### src/hw/rtl/cnwe_pkg.sv
// ----------------------------------------------------------------------------
// cnwe_pkg
// Shared types, token codes and microcode for the number word emitter.
// ----------------------------------------------------------------------------
package cnwe_pkg;

  // Word tokens
  localparam logic [3:0] TOK_ZERO = 4'd0;
  localparam logic [3:0] TOK_SHI  = 4'd10;
  localparam logic [3:0] TOK_BAI  = 4'd11;
  localparam logic [3:0] TOK_QIAN = 4'd12;
  localparam logic [3:0] TOK_WAN  = 4'd13;
  localparam logic [3:0] TOK_YI   = 4'd14;
  localparam logic [3:0] TOK_FU   = 4'd15;

  // Magnitude saturation and divide-by-100 reciprocal (exact below 2^32)
  localparam logic [29:0] MAG_LIMIT = 30'd999999999;
  localparam logic [31:0] RECIP100  = 32'h51EB_851F;

  // Microcode address
  localparam int unsigned UA_W = 4;
  typedef logic [UA_W-1:0] uaddr_t;

  localparam uaddr_t UA_IDLE = 4'd0;
  localparam uaddr_t UA_DIV  = 4'd1;
  localparam uaddr_t UA_FIN  = 4'd2;
  localparam uaddr_t UA_SIGN = 4'd3;
  localparam uaddr_t UA_ZW   = 4'd4;
  localparam uaddr_t UA_DIG  = 4'd5;
  localparam uaddr_t UA_PLC  = 4'd6;
  localparam uaddr_t UA_GRP  = 4'd7;
  localparam uaddr_t UA_END  = 4'd8;
  localparam uaddr_t UA_ZERO = 4'd9;

  typedef enum logic [3:0] {
    OP_LOAD,   // take a value, saturate, clear flags
    OP_DIV,    // peel two decimal digits
    OP_FIN,    // store last pair and top digit
    OP_SIGN,   // minus word if negative
    OP_ZW,     // zero word for a closed run of zeros
    OP_DIG,    // digit word
    OP_PLC,    // place unit within group
    OP_GRP,    // group unit, step position down
    OP_END,    // release held token as last
    OP_ZERO    // plain zero reading
  } op_e;

  typedef enum logic [2:0] {
    J_NEXT,
    J_ALWAYS,
    J_NO_IN,
    J_CNT_MORE,
    J_ZERO,
    J_DIG_ZERO,
    J_PLACE_ZERO,
    J_POS_MORE
  } jcond_e;

  typedef struct packed {
    op_e    op;
    jcond_e jc;
    uaddr_t tgt;
  } uword_t;

  // Datapath status seen by the sequencer
  typedef struct packed {
    logic no_in;
    logic cnt_more;
    logic zero;
    logic dig_zero;
    logic place_zero;
    logic pos_more;
  } cond_t;

  function automatic uword_t urom(input uaddr_t a);
    uword_t w;
    case (a)
      UA_IDLE: w = '{op: OP_LOAD, jc: J_NO_IN,      tgt: UA_IDLE};
      UA_DIV:  w = '{op: OP_DIV,  jc: J_CNT_MORE,   tgt: UA_DIV};
      UA_FIN:  w = '{op: OP_FIN,  jc: J_NEXT,       tgt: UA_IDLE};
      UA_SIGN: w = '{op: OP_SIGN, jc: J_ZERO,       tgt: UA_ZERO};
      UA_ZW:   w = '{op: OP_ZW,   jc: J_DIG_ZERO,   tgt: UA_GRP};
      UA_DIG:  w = '{op: OP_DIG,  jc: J_PLACE_ZERO, tgt: UA_GRP};
      UA_PLC:  w = '{op: OP_PLC,  jc: J_NEXT,       tgt: UA_IDLE};
      UA_GRP:  w = '{op: OP_GRP,  jc: J_POS_MORE,   tgt: UA_ZW};
      UA_END:  w = '{op: OP_END,  jc: J_ALWAYS,     tgt: UA_IDLE};
      UA_ZERO: w = '{op: OP_ZERO, jc: J_ALWAYS,     tgt: UA_END};
      default: w = '{op: OP_LOAD, jc: J_ALWAYS,     tgt: UA_IDLE};
    endcase
    return w;
  endfunction

endpackage

### src/hw/rtl/cnwe_seq.sv
// ----------------------------------------------------------------------------
// cnwe_seq
// Microcode sequencer: step counter, control store and conditional jumps.
// ----------------------------------------------------------------------------
module cnwe_seq (
  input  logic             clk_i,
  input  logic             rst_ni,
  input  logic             fire_i,
  input  cnwe_pkg::cond_t  cond_i,
  output cnwe_pkg::uword_t uword_o,
  output cnwe_pkg::uaddr_t upc_o
);
  import cnwe_pkg::*;

  uaddr_t upc_q, upc_d;
  uword_t uw;
  logic   taken;

  assign uw = urom(upc_q);

  always_comb begin
    case (uw.jc)
      J_NEXT:       taken = 1'b0;
      J_ALWAYS:     taken = 1'b1;
      J_NO_IN:      taken = cond_i.no_in;
      J_CNT_MORE:   taken = cond_i.cnt_more;
      J_ZERO:       taken = cond_i.zero;
      J_DIG_ZERO:   taken = cond_i.dig_zero;
      J_PLACE_ZERO: taken = cond_i.place_zero;
      J_POS_MORE:   taken = cond_i.pos_more;
      default:      taken = 1'b0;
    endcase
    upc_d = taken ? uw.tgt : upc_q + uaddr_t'(1);
  end

  // step holds while the output side blocks
  always_ff @(posedge clk_i or negedge rst_ni) begin
    if (!rst_ni) begin
      upc_q <= UA_IDLE;
    end else if (fire_i) begin
      upc_q <= upc_d;
    end
  end

  assign uword_o = uw;
  assign upc_o   = upc_q;

endmodule

### config.mk
export PLATFORM = sky130hd
export DESIGN_NAME = cnwe_seq
export DESIGN_NICKNAME = d
export VERILOG_FILES = /design/src/hw/rtl/cnwe_pkg.sv /design/src/hw/rtl/cnwe_seq.sv
export SDC_FILE = /design/constraint.sdc
export NUM_CORES = 1
export LEC_CHECK = 0
export ABC_AREA = 1
export BUFFER_PORTS_ARGS = -buffer_cell sky130_fd_sc_hd__buf_4
export CAP_MARGIN = 40
export CELL_PAD_IN_SITES_DETAIL_PLACEMENT = 1
export CELL_PAD_IN_SITES_GLOBAL_PLACEMENT = 1
export CORE_ASPECT_RATIO = 1.2
export CORE_MARGIN = 2
export CORE_UTILIZATION = 23
export DETAILED_ROUTE_END_ITERATION = 16
export HOLD_SLACK_MARGIN = 0.08
export PLACE_DENSITY = 0.71
export SKIP_LAST_GASP = 1
export SLEW_MARGIN = 30
export SYNTH_ARGS = -nofsm -noshare
export SYNTH_HDL_FRONTEND = slang
export SYNTH_SLANG_ARGS = --single-unit
### constraint.sdc
create_clock -name clk_i -period 4.4 [get_ports clk_i]
set_clock_uncertainty 0.2 [all_clocks]
set_input_delay 0.66 -clock clk_i [delete_from_list [all_inputs] [get_ports clk_i]]
set_output_delay 0.66 -clock clk_i [all_outputs]
set_load 0.1 [all_outputs]
# --- Word level (Yosys, flattened, before mapping) ---
# Memories as Yosys holds them, arrays and structs flattened.
# Cells that the tools add are included.
totals:
  ram_bits: 0
  elab_cells: 13
  latchBits: 0
  n_memories: 1
  reg_bits: 4
  output_inout_bits: 15
  romBits: 176
  input_bits: 9
classes:
  n_eq_ne: 7
  shifts: 0
  magnitude_cmp: 0
  div: 0
  muxes: 2
  multipliers: 0
  addsub: 1
  bitwise_logic: 0
  reduce_logical: 1
memory_table:
  columns: ["memory", "depth", "width", "read_ports", "rd_clocked_by_memory_dff", "wr", "line_no", "text"]
  rows:
  - ["(no name shown)", 16, 11, 1, 0, 0, "cnwe_pkg.sv:77", "case (a)"]
op_table:
  columns: ["op", "n"]
  rows:
  - ["$eq 3x3->1 const B", 4]
  - ["$pmux 1 s8", 1]
  - ["$eq 3x2->1 const B", 2]
  - ["$add 4x1->4 const B", 1]
  - ["$mux 4", 1]
  - ["$eq 3x1->1 const B", 1]
  - ["$logic_not 3->1", 1]

# --- Depth between registers and ports, before layout ---
# Gate-level depths: netlist of run 1.
# An unclocked memory read counts as a cell.
depth:
  ltp_word: 4
  depth_mapped: 11
  mapped_depth_nobuf: 11

# --- Least setup slack after synthesis of run 1 ---
# No wires, ideal clock.
synth_path:
  kind: "flip-flop to output port"
  start: "register upc_q[0], in the netlist upc_o[0]"
  end: "output uword_o[3] in the netlist's numbering"
  arrival_time_ns: 3.620
  path_stages_with_launch: 5
  required_ns: 3.540
  path_buffers: 0
  setup_slack_ns: -0.080
  cell_sequence: "dfrtp_1 ha_1 ha_1 inv_1 o21ai_0"
synth_rtl:
  columns: ["item", "line_no", "text"]
  rows:
  - ["start, declared", "cnwe_seq.sv:15", "uaddr_t upc_q, upc_d;"]
  - ["start signal, assigned", "cnwe_seq.sv:41", "upc_q <= upc_d;"]
  - ["end, declared", "cnwe_seq.sv:10", "output cnwe_pkg::uword_t uword_o,"]

==> metrics.txt, run 1 <==
worst-path fanout max=9; critical path type=reg2out; setup bufs post-CTS=0; commonest non-fill, non-tap cell in the layout=buf_4; Clock Sinks=4; first-pass GRT wire length=2470 um; FF-to-FF End=upc_o[2]$_DFFE_PN0P_; Final Core Density=35.6%; IO Pins=24; share of layout cells above drive strength 1=37.5%; deepest clock path buffer count=2; syn_area_per_cell=6.38 um2; DR DRC count=0; crit path to=uword_o[4]; largest net degree at the start of global routing=10; Detailed Route WL=1510 um; initial antenna violation count=0; die area=0.00255 mm2; fin. max-slew vios=0; Synth Cell Area=498 um2; Worst path slowest cell=dfrtp_1; endpoints failing hold=0; Syn Inst Count=78; CP Launch Type=register; critical path's largest stage delay=0.53 ns; First DRT Iteration DRCs=0; CTS tree=built; setup tns final=0 ns; Slew @ Worst Pin=0.396 ns; clock root cell=clkbuf_4; Initial DRT Pass Iterations=1; outcome=finished, final reports clean; Cell variety after synth=18; layout net count=119; Rel. slew slack=73.6%; Yosys reg bits=4; vias in the first global route=592; total CTS buffers=3; Peak Freq=0.392 GHz; gr usage total=13.8%; Syn Nets=91; clock-pin transition on the worst setup and hold timing paths=0.04 ns; hold_buf cts=1; Final HPWL DP=1280 um; nature of the critical path endpoint=output pin; core area=0.00205 mm2; worst r2r src=upc_o[0]$_DFFE_PN0P_; CTS HTree Levels=1; R2R cell count=10; max FFs per register=4; Synth-to-Final Area Change=46.5%; vias=592; YS warnings=0; worst path buffer plus inverter count=2; WL/cell=11.2 um; final setup fails=0; Antenna Cells=0; I/O Buffers=23; CP startpoint=upc_o[0]$_DFFE_PN0P_; RSZ-0062 raised after global routing=no; WP data arrival=1.69 ns; delay-heaviest family, CP=flip-flops; Final Cell Area=729 um2; worst hold path class=reg2reg; min cycle time layout=2.55 ns; post-synthesis sequential area ratio=20.1%; routability cong.=0.729; initial core utilization=24.3%; Worst path depth=5; period utilisation layout=58.0%; Worst-Skew Late Latency=0.23 ns; Cell Rows=18; Worst Path Required=3.54 ns; Die Y=55.0 um; Cell Chain, Critical Path=inv_1 -> ha_1 -> nand2_1 -> nand3_2 -> buf_4; Vias/cell=4.42; post-CTS sizing=0; r2r setup slk=2.36 ns; max-cap viol count=0; Die W=46.5 um; dpl cell area=697 um2; total gr overflow=0; commonest cells after routing, fill and taps aside=23 x buf_4, 22 x nand2_1, 14 x nand3_1; DRT antenna net count=0
[kinds of logic (layout without fill, tap and decap cells)]
family / Yosys count / count (layout) / share of synthesized area [%]
compound gates: 4 / 4 / 5.03
xor+xnor: 1 / 1 / 1.76
fa+ha+maj: 4 / 4 / 10.1
buf+inv: 15 / 41 / 13.8
flops: 4 / 4 / 20.1
simple gates: 50 / 50 / 49.2
[synth_stat cells]
cell type,instances,area (um2)
nand2_1,22,82.6
nand3_1,14,70.1
inv_1,10,37.5
nor2_1,5,18.8
dfrtp_1,4,100
ha_1,4,50.1
inv_2,3,11.3
nand2_2,3,18.8
nand3_2,3,30.0
o21ai_0,2,10.0
a21oi_2,1,8.76
a31oi_1,1,6.26
buf_6,1,11.3
inv_6,1,8.76
nand2_4,1,11.3
nand3b_1,1,7.51
nor2_2,1,6.26
xor2_1,1,8.76
[worst reg2reg max path: cells and delay by family (launching register included)]
kind	cells	cell delay [ns]
DFF	1	0.53
adders and majority gates	1	0.32
and+or+nand+nor	8	0.75
buffers and inverters	1	0.12
[how the worst min path moves through the flow]
stage / slack (ns) / to / from / cells past startpoint
floorplan: 0.16 / upc_o[0]$_DFFE_PN0P_ / rst_ni / 0
global placement: 0.26 / upc_o[1]$_DFFE_PN0P_ / rst_ni / 1
detailed placement: 0.26 / upc_o[1]$_DFFE_PN0P_ / rst_ni / 1
CTS: 0.43 / upc_o[1]$_DFFE_PN0P_ / upc_o[1]$_DFFE_PN0P_ / 2
global route: 0.45 / upc_o[1]$_DFFE_PN0P_ / upc_o[1]$_DFFE_PN0P_ / 2
finish: 0.43 / upc_o[1]$_DFFE_PN0P_ / upc_o[1]$_DFFE_PN0P_ / 2
[metrics by stage]
step	setup slack (ns)	hold slack, ns	instances
after floorplan	0.214	0.164	78
after global placement	2.06	0.259	130
after detailed placement	2.07	0.259	130
after CTS	1.82	0.430	134
after global routing	1.71	0.455	134
final	1.85	0.426	134
[routing by layer]
layer | part of all wire, % | global-route usage (%) | wire, um
met3 | 6.6 | 2.27 | 99
met2 | 56 | 26.2 | 842
met4 | 0 | 7.14 | 0
met1 | 37 | 14.2 | 564
met5 | 0 | 0 | 0
[area by class of cell]
type / count / area [um2]
fillers: 285 / 1320
multi-input cells: 59 / 329
repair buffers: 24 / 183
flip-flops and latches: 4 / 100
inverters: 14 / 57.6
well taps: 30 / 37.5
clock buffers: 3 / 22.5
Power of run 1 is not shown: default switching activity piles up to over one toggle a cycle in this logic, so the estimate is an artifact.
==> run 2, diff against run 1 <==
--- a/config.mk
+++ b/config.mk
@@ -15,7 +15,7 @@
 export CORE_UTILIZATION = 23
 export DETAILED_ROUTE_END_ITERATION = 16
 export HOLD_SLACK_MARGIN = 0.08
-export PLACE_DENSITY = 0.71
+export PLACE_DENSITY = 0.73
 export SKIP_LAST_GASP = 1
 export SLEW_MARGIN = 30
 export SYNTH_ARGS = -nofsm -noshare
==> constraint.sdc (replaced) <==
create_clock -name clk_i -period 2.3 [get_ports clk_i]
set_clock_uncertainty 0.2 [all_clocks]
set_input_delay 0.345 -clock clk_i [delete_from_list [all_inputs] [get_ports clk_i]]
set_output_delay 0.345 -clock clk_i [all_outputs]
set_load 0.1 [all_outputs]
==> run 2 against run 1 <==
Routed wire length increased by 1.0%. Cell count unchanged. Critical path type unchanged. Flip-flop and latch count unchanged. Global-route usage about the same. Register-to-register slack got worse by 2.0 ns. Critical path depth unchanged. Final area increased by 9.9%. Die area unchanged. Sequential share of layout area about the same. First-iteration DRC count increased by 5. Non-clock buffer count unchanged. Worst hold slack got worse by 0.25 ns.
==> metrics.txt, run 2 (synthesis results as in run 1) <==
WL/cell=11.4 um; r2r setup slk=0.35 ns; routability cong.=0.765; final setup fails=0; Hold Path Depth=3; CP Launch Type=register; R2R cell count=10; Worst Hold End=upc_o[2]$_DFFE_PN0P_; setup ws final=0.122 ns; share of layout cells above drive strength 1=47.1%; vias=611; Initial DRT Pass Iterations=3; total gr overflow=0; die area=0.00255 mm2; FILL cells=261; Vias/cell=4.56; Clock Sinks=4; vias in the first global route=568; setup tns final=0 ns; outcome=finished, final reports clean; CTS HTree Levels=1; nature of the critical path endpoint=output pin; first-pass GRT wire length=2420 um; First DRT Iteration DRCs=5; worst hold path class=in2reg; Multi-input gate area=382 um2; Die W=46.5 um; FF-to-FF End=upc_o[0]$_DFFE_PN0P_; critical path type=reg2out; Die Y=55.0 um; endpoints failing hold=0; fin. max-slew vios=0; Peak Freq=0.459 GHz; initial core utilization=24.3%; min cycle time layout=2.18 ns; gr usage total=13.8%; hold path startpoint=fire_i; max FFs per register=4; Detailed Route WL=1520 um; Worst Path Required=1.75 ns; I/O Buffers=23; worst r2r src=upc_o[0]$_DFFE_PN0P_; RSZ-0062 raised after global routing=no; clock-pin transition on the worst setup and hold timing paths=0.03 ns; total CTS buffers=3; Worst-Skew Late Latency=0.23 ns; worst-path fanout max=6; commonest non-fill, non-tap cell in the layout=buf_4; layout net count=119; largest net degree at the start of global routing=10; Slew @ Worst Pin=0.279 ns; setup bufs post-CTS=0; Final HPWL DP=1310 um; CTS tree=built; IO Pins=24; DRT antenna net count=0; Cell Rows=18; Antenna Cells=0; period utilisation layout=94.7%; core area=0.00205 mm2; Rel. slew slack=81.6%; DR DRC count=0; dpl ws=0.357 ns; max-cap viol count=0; deepest clock path buffer count=2; Sequential Area=110 um2; initial antenna violation count=0; clock root cell=clkbuf_4; commonest cells after routing, fill and taps aside=23 x buf_4, 22 x nand2_1, 14 x nand3_1; Synth-to-Final Area Change=61.1%; WP data arrival=1.63 ns
-- run 2: area by class of cell --
class	count	share of cell area [%]
Multi-Input combinational cell	59	47.6
Clock buffer	3	2.81
Tap cell	30	4.68
Sequential cell	4	13.7
Timing Repair Buffer	24	22.8
Inverter	14	8.42
-- run 2: stage by stage --
| stage | util (%) | hold slack (ns) | cell area [um2] | instances |
|---|---|---|---|---|
| after floorplan | - | -0.151 | 574 | 78 |
| after global placement | 37.5 | -0.0563 | 769 | 130 |
| after detailed placement | 37.5 | -0.0556 | 769 | 130 |
| after CTS | 39.1 | 0.183 | 802 | 134 |
| after global routing | 39.1 | 0.202 | 802 | 134 |
| final | 39.1 | 0.180 | 802 | 134 |
-- run 2: worst max-delay path, cell delays in order (launching register included) --
cell and delay, ns:
dfrtp_4 0.50, inv_2 0.15, ha_1 0.19, nand3_1 0.14, o21ai_2 0.10, buf_4 0.31
-- run 2: how the worst max path moves through the flow --
| stage | end | depth (start not counted) | from | slack, ns |
|---|---|---|---|---|
| after global routing | uword_o[3] | 5 | upc_o[1]$_DFFE_PN0P_ | 0.02 |
| after global placement | uword_o[3] | 5 | upc_o[1]$_DFFE_PN0P_ | 0.38 |
| after floorplan | uword_o[0] | 6 | upc_o[3]$_DFFE_PN0P_ | -0.45 |
| final | uword_o[3] | 5 | upc_o[1]$_DFFE_PN0P_ | 0.12 |
| after detailed placement | upc_o[0]$_DFFE_PN0P_ | 10 | upc_o[0]$_DFFE_PN0P_ | 0.36 |
| after CTS | uword_o[3] | 5 | upc_o[1]$_DFFE_PN0P_ | 0.11 |
-- run 2: layer usage --
metal | up-vias | GRT usage [%] | share of wire (%)
met5 | - | 0 | 0
met4 | 0 | 8.57 | 2.2
met3 | 4 | 1.95 | 4.9
met2 | 19 | 25.2 | 53
met1 | 290 | 14.5 | 40
li1 | 298 | - | -
-- run 2: timing repair --
action	in CTS	in global routing
hold buffers	1	0
resized for setup	0	0
hold endpoints to repair	4	0
Power of run 2 is left out for the same reason.
